**src/lse_pkg.sv**
```systemverilog
// Package for the LIFO stack engine: sizes, operation and status codes,
// and the structs for the sequencer's memory requests and for its results.
// No dependencies.
package lse_pkg;

    localparam int DEPTH       = 64;
    localparam int MAX_RESULTS = 64;
    localparam int DUMP_MAX    = (MAX_RESULTS < DEPTH) ? MAX_RESULTS : DEPTH;

    localparam int DATA_W      = 32;
    localparam int AW          = (DEPTH > 1) ? $clog2(DEPTH) : 1;
    localparam int FILL_W      = $clog2(DEPTH + 1);
    localparam int FUNC_W      = 3;
    localparam int OUT_FILL_W  = 7;
    localparam int STATUS_W    = 2;

    localparam int IN_TDATA_W  = DATA_W;
    localparam int IN_TUSER_W  = 8 * ((FUNC_W + 7) / 8);
    localparam int OUT_PAY_W   = DATA_W + OUT_FILL_W + STATUS_W;
    localparam int OUT_TDATA_W = 8 * ((OUT_PAY_W + 7) / 8);

    typedef enum logic [FUNC_W-1:0] {
        F_PUSH  = 3'd0,
        F_POP   = 3'd1,
        F_SWAP  = 3'd2,
        F_CLEAR = 3'd3,
        F_DUMP  = 3'd4
    } t_func;

    typedef enum logic [STATUS_W-1:0] {
        ST_OK    = 2'd0,
        ST_FULL  = 2'd1,
        ST_EMPTY = 2'd2,
        ST_FEW   = 2'd3
    } t_status;

    typedef struct packed {
        logic              we;
        logic [AW-1:0]     waddr;
        logic [DATA_W-1:0] wdata;
        logic              re;
        logic [AW-1:0]     raddr;
    } t_mem_req;

    typedef struct packed {
        logic                  valid;
        logic [DATA_W-1:0]     data;
        logic [OUT_FILL_W-1:0] fill;
        t_status               status;
        logic                  last;
    } t_result;

endpackage

```
**src/lifo_stack_engine.sv**
```systemverilog
// Push, pop, clear and unknown commands pass from decode to emit and then present their
// result from the result register; swap adds a read and two writes between, and a dump
// presents its entries one result at a time. The engine takes one command at a time, and
// a result stalled at the output holds the sequencer until it is taken.
// Reset (i_rst_n low, synchronous) empties the stack and drops any pending result;
// the entry memory itself is not cleared, since only written entries are ever read.
module lifo_stack_engine (
    input  logic                               i_clk,
    input  logic                               i_rst_n,
    // Command side.
    input  logic                               s_axis_tvalid,
    output logic                               s_axis_tready,
    input  logic [lse_pkg::IN_TDATA_W-1:0]     s_axis_tdata,  // [31:0] value
    input  logic [lse_pkg::IN_TUSER_W-1:0]     s_axis_tuser,  // [2:0] func, rest zero
    // Result side.
    output logic                               m_axis_tvalid,
    input  logic                               m_axis_tready,
    output logic [lse_pkg::OUT_TDATA_W-1:0]    m_axis_tdata,  // [31:0] data, [38:32] fill,
                                                              // [40:39] status, rest zero
    output logic                               m_axis_tlast
);

    lse_pkg::t_mem_req           mem_req;
    lse_pkg::t_result            res;
    logic [lse_pkg::DATA_W-1:0]  rd_data;

    // The sequencer owns the fill count and the result register, so a
    // finished result can sit at the output while the stack is idle.
    lse_ctrl u_ctrl (
        .i_clk       (i_clk),
        .i_rst_n     (i_rst_n),
        .i_in_valid  (s_axis_tvalid),
        .o_in_ready  (s_axis_tready),
        .i_func      (s_axis_tuser[lse_pkg::FUNC_W-1:0]),
        .i_value     (s_axis_tdata[lse_pkg::DATA_W-1:0]),
        .o_res       (res),
        .i_out_ready (m_axis_tready),
        .o_mem       (mem_req),
        .i_rd_data   (rd_data)
    );

    // The entries live in one memory with a registered read port; every
    // access of a command goes through it in turn.
    lse_mem u_mem (
        .i_clk   (i_clk),
        .i_req   (mem_req),
        .o_rdata (rd_data)
    );

    // Pack the result fields from the lowest bit up and pad to whole bytes.
    assign m_axis_tvalid = res.valid;
    assign m_axis_tlast  = res.last;
    assign m_axis_tdata  = lse_pkg::OUT_TDATA_W'({res.status, res.fill, res.data});

endmodule

```
**src/lse_mem.sv**
```systemverilog
// Entry memory of the LIFO stack engine: one write port and one read port
// with registered read data. Depends on lse_pkg.
module lse_mem (
    input  logic                      i_clk,
    input  lse_pkg::t_mem_req         i_req,
    output logic [lse_pkg::DATA_W-1:0] o_rdata
);

    logic [lse_pkg::DATA_W-1:0] r_mem [lse_pkg::DEPTH];
    logic [lse_pkg::DATA_W-1:0] r_rdata;

    always_ff @(posedge i_clk) begin
        if (i_req.we) begin
            r_mem[i_req.waddr] <= i_req.wdata;
        end
        if (i_req.re) begin
            r_rdata <= r_mem[i_req.raddr];
        end
    end

    assign o_rdata = r_rdata;

endmodule

```
**src/lse_ctrl.sv**
```systemverilog
// Sequencer of the LIFO stack engine: decodes one command, steps the
// memory port through its reads and writes, and holds the result register.
// Depends on lse_pkg.
module lse_ctrl (
    input  logic                            i_clk,
    input  logic                            i_rst_n,
    input  logic                            i_in_valid,
    output logic                            o_in_ready,
    input  logic [lse_pkg::FUNC_W-1:0]      i_func,
    input  logic [lse_pkg::DATA_W-1:0]      i_value,
    output lse_pkg::t_result                o_res,
    input  logic                            i_out_ready,
    output lse_pkg::t_mem_req               o_mem,
    input  logic [lse_pkg::DATA_W-1:0]      i_rd_data
);

    typedef enum logic [6:0] {
        S_IDLE  = 7'b0000001,
        S_DEC   = 7'b0000010,
        S_SWRD  = 7'b0000100,
        S_SWWR1 = 7'b0001000,
        S_SWWR2 = 7'b0010000,
        S_DUMP  = 7'b0100000,
        S_EMIT  = 7'b1000000
    } t_state;

    t_state                          r_state, n_state;
    logic [lse_pkg::FUNC_W-1:0]      r_func;
    logic [lse_pkg::DATA_W-1:0]      r_value;
    logic [lse_pkg::FILL_W-1:0]      r_fill, n_fill;
    logic [lse_pkg::AW-1:0]          r_idx, n_idx;
    logic [lse_pkg::AW-1:0]          r_last_idx, n_last_idx;
    logic [lse_pkg::DATA_W-1:0]      r_tmp, n_tmp;
    lse_pkg::t_status                r_stat, n_stat;
    logic                            r_use_rd, n_use_rd;
    lse_pkg::t_result                r_out, n_out;

    logic                            out_free;
    logic [lse_pkg::FILL_W-1:0]      dump_cnt;
    logic                            dump_end;

    assign out_free   = !r_out.valid || i_out_ready;
    assign o_in_ready = (r_state == S_IDLE);
    assign o_res      = r_out;
    assign dump_cnt   = (r_fill > lse_pkg::FILL_W'(lse_pkg::DUMP_MAX))
                        ? lse_pkg::FILL_W'(lse_pkg::DUMP_MAX) : r_fill;
    assign dump_end   = (r_idx == r_last_idx);

    always_comb begin
        n_state    = r_state;
        n_fill     = r_fill;
        n_idx      = r_idx;
        n_last_idx = r_last_idx;
        n_tmp      = r_tmp;
        n_stat     = r_stat;
        n_use_rd   = r_use_rd;
        n_out      = r_out;
        n_out.valid = r_out.valid && !i_out_ready;
        o_mem      = '0;

        unique case (r_state)
            S_IDLE: begin
                if (i_in_valid) begin
                    n_state = S_DEC;
                end
            end
            S_DEC: begin
                n_stat   = lse_pkg::ST_OK;
                n_use_rd = 1'b0;
                n_state  = S_EMIT;
                case (r_func)
                    lse_pkg::F_PUSH: begin
                        if (r_fill == lse_pkg::FILL_W'(lse_pkg::DEPTH)) begin
                            n_stat = lse_pkg::ST_FULL;
                        end else begin
                            o_mem.we    = 1'b1;
                            o_mem.waddr = r_fill[lse_pkg::AW-1:0];
                            o_mem.wdata = r_value;
                            n_fill      = r_fill + lse_pkg::FILL_W'(1);
                        end
                    end
                    lse_pkg::F_POP: begin
                        if (r_fill == '0) begin
                            n_stat = lse_pkg::ST_EMPTY;
                        end else begin
                            n_fill      = r_fill - lse_pkg::FILL_W'(1);
                            o_mem.re    = 1'b1;
                            o_mem.raddr = lse_pkg::AW'(r_fill - lse_pkg::FILL_W'(1));
                            n_use_rd    = 1'b1;
                        end
                    end
                    lse_pkg::F_SWAP: begin
                        if (r_fill < lse_pkg::FILL_W'(2)) begin
                            n_stat = lse_pkg::ST_FEW;
                        end else begin
                            o_mem.re    = 1'b1;
                            o_mem.raddr = lse_pkg::AW'(r_fill - lse_pkg::FILL_W'(1));
                            n_state     = S_SWRD;
                        end
                    end
                    lse_pkg::F_CLEAR: begin
                        n_fill = '0;
                    end
                    lse_pkg::F_DUMP: begin
                        if (r_fill != '0) begin
                            o_mem.re    = 1'b1;
                            o_mem.raddr = '0;
                            n_idx       = '0;
                            n_last_idx  = lse_pkg::AW'(dump_cnt - lse_pkg::FILL_W'(1));
                            n_state     = S_DUMP;
                        end
                    end
                    default: begin
                        // Unknown commands leave the stack alone.
                    end
                endcase
            end
            S_SWRD: begin
                n_tmp       = i_rd_data;
                o_mem.re    = 1'b1;
                o_mem.raddr = lse_pkg::AW'(r_fill - lse_pkg::FILL_W'(2));
                n_state     = S_SWWR1;
            end
            S_SWWR1: begin
                o_mem.we    = 1'b1;
                o_mem.waddr = lse_pkg::AW'(r_fill - lse_pkg::FILL_W'(1));
                o_mem.wdata = i_rd_data;
                n_state     = S_SWWR2;
            end
            S_SWWR2: begin
                o_mem.we    = 1'b1;
                o_mem.waddr = lse_pkg::AW'(r_fill - lse_pkg::FILL_W'(2));
                o_mem.wdata = r_tmp;
                n_state     = S_EMIT;
            end
            S_DUMP: begin
                if (out_free) begin
                    n_out.valid  = 1'b1;
                    n_out.data   = i_rd_data;
                    n_out.fill   = lse_pkg::OUT_FILL_W'(r_fill);
                    n_out.status = lse_pkg::ST_OK;
                    n_out.last   = dump_end;
                    if (dump_end) begin
                        n_state = S_IDLE;
                    end else begin
                        n_idx       = r_idx + lse_pkg::AW'(1);
                        o_mem.re    = 1'b1;
                        o_mem.raddr = r_idx + lse_pkg::AW'(1);
                    end
                end
            end
            S_EMIT: begin
                if (out_free) begin
                    n_out.valid  = 1'b1;
                    n_out.data   = r_use_rd ? i_rd_data : '0;
                    n_out.fill   = lse_pkg::OUT_FILL_W'(r_fill);
                    n_out.status = r_stat;
                    n_out.last   = 1'b1;
                    n_state      = S_IDLE;
                end
            end
            default: begin
                n_state = S_IDLE;
            end
        endcase
    end

    always_ff @(posedge i_clk) begin
        if (!i_rst_n) begin
            r_state <= S_IDLE;
            r_fill  <= '0;
            r_out   <= '0;
        end else begin
            r_state <= n_state;
            r_fill  <= n_fill;
            r_out   <= n_out;
        end
    end

    always_ff @(posedge i_clk) begin
        if (r_state == S_IDLE && i_in_valid) begin
            r_func  <= i_func;
            r_value <= i_value;
        end
        r_idx        <= n_idx;
        r_last_idx   <= n_last_idx;
        r_tmp        <= n_tmp;
        r_stat       <= n_stat;
        r_use_rd     <= n_use_rd;
    end

endmodule

```
**config.mk**
```make
export PLATFORM = sky130hd
export DESIGN_NAME = lifo_stack_engine
export DESIGN_NICKNAME = d
export VERILOG_FILES = /design/src/lse_pkg.sv /design/src/lifo_stack_engine.sv /design/src/lse_mem.sv /design/src/lse_ctrl.sv
export SDC_FILE = /design/constraint.sdc
export NUM_CORES = 2
export LEC_CHECK = 0
export BUFFER_PORTS_ARGS = -buffer_cell sky130_fd_sc_hd__buf_2
export CAP_MARGIN = 25
export CELL_PAD_IN_SITES_DETAIL_PLACEMENT = 1
export CELL_PAD_IN_SITES_GLOBAL_PLACEMENT = 2
export CORE_MARGIN = 4
export CORE_UTILIZATION = 25
export CTS_BUF_LIST = sky130_fd_sc_hd__clkbuf_8
export DETAILED_ROUTE_END_ITERATION = 8
export HOLD_SLACK_MARGIN = 0.08
export PLACE_DENSITY = 0.51
export SLEW_MARGIN = 5
export SYNTH_ARGS = -nofsm -noshare
export SYNTH_HDL_FRONTEND = slang
export SYNTH_SLANG_ARGS = --single-unit
```
**constraint.sdc**
```tcl
create_clock -name i_clk -period 5.2 [get_ports i_clk]
set_input_delay 0.78 -clock i_clk [delete_from_list [all_inputs] [get_ports i_clk]]
set_output_delay 0.78 -clock i_clk [all_outputs]
set_load 0.05 [all_outputs]
```
==> run_results.csv <==
group,metric,value,unit
run_status,status,"completed",
global_routing,grt_overflow_total,0,
cells_and_area,fill_cells,38000,
global_routing,met2_usage,32.6,%
critical_path,worstReg2RegStart,"u_ctrl.r_fill[1]",
die,dieArea,366000,sq um
yosys,seq_area_frac_synth,74.2,%
yosys,syn_area_per_cell,13.4,sq um
yosys,synth_mux_area_share,3.78,%
die,core,354000,sq um
yosys,synth_warnings,0,
sta,clock_skew,0.0872,ns
clock_network,max-clock-path-buffers,4,
route,via_count,60200,
yosys,yosys.area.top_type_share,72.9,%
clock_network,insertion_delay,1.04,ns
yosys,ys_ff_latch,2219,
yosys,yosysTopAreaCell,"edfxtp_1",
critical_path,worstPathRequired,6.10,ns
sta,fmax,0.198,GHz
global_routing,grtUsageTotal,19.9,%
critical_path,crit_arrival,5.95,ns
critical_path,worst_setup_path_start_kind,"flip-flop",
clock_network,htreeDepth,5,
yosys,synthFlopType,"edfxtp_1",
route,drc,0,
yosys,synth-xor-area-share,0.177,%
yosys,synth_area_leaders,"edfxtp_1, nand2_1, nand3_1, mux2i_1, dfxtp_1",
global_routing,grt_pass1_wl,514,mm
sta,min_period,5.05,ns
cells_and_area,syn_to_final_growth,20.0,%
critical_path,reg2reg_setup_slack,0.15,ns
route,wl_per_cell,30.4,microns
route,ant_nets,0,
cells_and_area,fin_nets,7287,
sta,timing.final.crit_share,97.1,%
place,gp_congestion,0.824,
place,io_buffer_count,82,
yosys,yosys.area_share.simple,14.1,%
global_routing,grt_use_met1,27.9,%
critical_path,path_class,"reg2reg",
cells_and_area,drive_gt1_share,16.1,%
clock_network,cts_root_buf,"clkbuf_8",
yosys,synth_top_family_by_area,"simple AND/OR/NAND/NOR gates",
global_routing,grt.busiest_layer,"met2",
sta,worstMarginPinSlew,1.33,ns
critical_path,cp_max_fo,37,
sta,holdWs,0.223,ns
sta,hold_violations,0,
die,fp.dieW,605,microns
global_routing,grt_pass1_vias,61500,
worst_hold_path,hp-start,"s_axis_tvalid",
power,p_leak,39.7,nW
worst_hold_path,hp-class,"in2reg",
yosys,synth_edf_count,2162,
die,die_h,605,microns
die,io_pins,95,
clock_network,clk_pin_slew,0.07,ns
die,row_count,218,
critical_path,endpoint_kind,"flip-flop",
yosys,synth-async-reset-ratio,0,%
route,routed_wl,374,mm
yosys,synth_fa_ha_area_share,0.0843,%
power,irDropWorstVdd,0.178,mV
global_routing,antenna_found_initial,22,
route,drtPass1Iterations,6,
clock_network,cts_tree,"yes",
route,drt-vias-per-instance,4.90,
sta,setup_tns,0,ns
run,maxCapViolations,0,
clock_network,clock-sinks,2219,
sta,finalSetupViolCount,0,
yosys,synth_compound_area_share,5.11,%
yosys,netlist_instances,6625,
route,drt-initial-drc-count,5413,
clock_network,numCtsBuffers,398,
yosys,netlist_area,89100,sq um
global_routing,use_met3,2.74,%
critical_path,crit_path_start,"u_ctrl.r_fill[1]",
power,pwr_density_cell,323,nW/um^2
global_routing,grt_max_degree,66,
clock_network,cts_setup_buffers,0,
die,initial_core_util,25.2,%
sta,rsz0062_at_grt,"false",
sta,drv_slew,0,
sta,slew_headroom,11.5,%
yosys,synthDistinctLibCells,94,
place,dp_hpwl,224,mm
[synth_stat cells (6+ instances only)]
library cell / number
ha_1: 6
buf_1: 28
xor2_1: 6
buf_6: 13
clkbuf_1: 110
dfxtp_1: 57
a21oi_1: 205
mux2i_1: 322
nor3_1: 40
nand3_1: 917
o21ai_1: 8
a22oi_1: 67
a32oi_1: 28
nor2_1: 204
nand4_1: 20
or3_1: 10
a211oi_1: 36
o21a_1: 8
a311oi_1: 15
inv_1: 43
a31oi_1: 37
o22ai_1: 32
o21ai_0: 98
a221oi_1: 21
o211ai_1: 10
nand2_1: 1609
nor2b_1: 7
edfxtp_1: 2162
o221ai_1: 10
buf_2: 198
nor4_1: 8
and3_1: 54
a222oi_1: 33
mux2_2: 13
buf_4: 60
nand2b_1: 10
xnor2_1: 12
[what timing repair did]
| item | in CTS | in global routing |
|---|---|---|
| hold buffers | 36 | 0 |
| endpoints found under the hold margin | 39 | 0 |
| resized for setup | 0 | 3 |
| endpoints found under the setup margin | 0 | 3 |
[state kept, by name, indices dropped and copies added (netlist names)]
| register | flops |
|---|---|
| u_ctrl.o_res | 43 |
| u_ctrl.r_fill | 7 |
| u_ctrl.r_func | 3 |
| u_ctrl.r_idx | 6 |
| u_ctrl.r_last_idx | 6 |
| u_ctrl.r_stat | 2 |
| u_ctrl.r_state | 7 |
| u_ctrl.r_tmp | 32 |
| u_ctrl.r_use_rd | 1 |
| u_ctrl.r_value | 32 |
| u_mem.o_rdata | 32 |
| u_mem.r_mem | 2048 |
[area by class of cell]
| class | instances | area, sq um | share of cell area [%] |
|---|---|---|---|
| clock inverter | 288 | 1220 | 1.15 |
| inverter | 46 | 173 | 0.161 |
| sequential | 2219 | 66100 | 61.8 |
| multi-input combinational | 3957 | 21500 | 20.1 |
| clock buffer | 415 | 5710 | 5.34 |
| antenna | 18 | 45.0 | 0.0421 |
| timing repair buffer | 615 | 6320 | 5.91 |
| tap | 4730 | 5920 | 5.54 |
[critical path, cell delays in order (launching register included)]
cell	delay [ns]
dfxtp_1	0.32
inv_1	0.10
ha_1	0.17
or4b_1	0.62
o211a_1	0.31
o2111ai_1	0.46
and3_4	0.67
buf_12	0.30
buf_12	0.26
nand2_1	0.09
nand3_1	0.09
nand3_1	0.09
a211oi_1	0.69
nor3_1	0.20
buf_4	0.20
nand3_1	0.12
buf_12	0.13
[cells in the final DEF (no fill, tap or decap), types with 12 or more instances in the layout]
master         count
buf_12           145
nand3_1          914
clkinv_2          45
a22oi_1           67
nor3_1            39
a211oi_1          35
o22ai_1           32
and3_1            49
a32oi_1           28
a221oi_1          21
a21oi_1          203
dlygate4sd3_1     36
a222oi_1          33
nand4_1           20
nor2_4            66
clkinv_1         106
buf_2             82
mux2i_1          322
inv_1            136
a311oi_1          15
mux2_2            13
nor2_1           139
nand2_1         1608
o21ai_0           98
edfxtp_1        2162
buf_4            352
xnor2_1           12
inv_2             32
diode_2           18
dfxtp_1           57
a31oi_1           37
clkbuf_8         415
[through the flow]
stage | worst slack, ns | util (%) | power (mW) | std cells | instance area [sq um]
3_5_place_dp | 0.103 | 28.1 | 20.0 | 11500 | 99600
6_report | 0.150 | 30.2 | 34.6 | 12300 | 107000
3_3_place_gp | 0.0718 | 28.1 | 20.0 | 11500 | 99600
2_1_floorplan | 0.802 | - | 19.9 | 6631 | 89100
5_1_grt | 0.0111 | 30.2 | 35.9 | 12300 | 107000
4_1_cts | 0.0574 | 30.2 | 35.1 | 12300 | 107000
[power by group]
part	switching, mW	internal (mW)	leakage [nW]
clock	7.53	7.35	4.04
sequential	0.0259	19.4	24.8
combinational	0.173	0.0779	10.9
[kinds of logic after synthesis]
kind of cell | count (synthesis)
buffers and inverters | 455
AND/OR/NAND/NOR | 2914
other | 1
adder cells (fa/ha/maj) | 6
XOR/XNOR | 18
AO/OA/AOI/OAI | 677
flip-flops | 2219
multiplexers | 335
[final timing paths]
check | end | depth (start not counted)
worst max-delay path | u_mem.o_rdata[11] | 16
worst max register to register | u_mem.o_rdata[11] | 16
worst min-delay path | u_ctrl.r_state[0] | 4
worst min register to register | u_ctrl.o_res[8] | 2
[routing by layer]
| layer | vias up | share of wire, % |
|---|---|---|
| li1 | 25900 | - |
| met1 | 32100 | 45 |
| met2 | 1798 | 47 |
| met3 | 449 | 5.2 |
| met4 | 4 | 2.5 |
| met5 | - | 0.0072 |
Power figures use the tool's default switching activity.
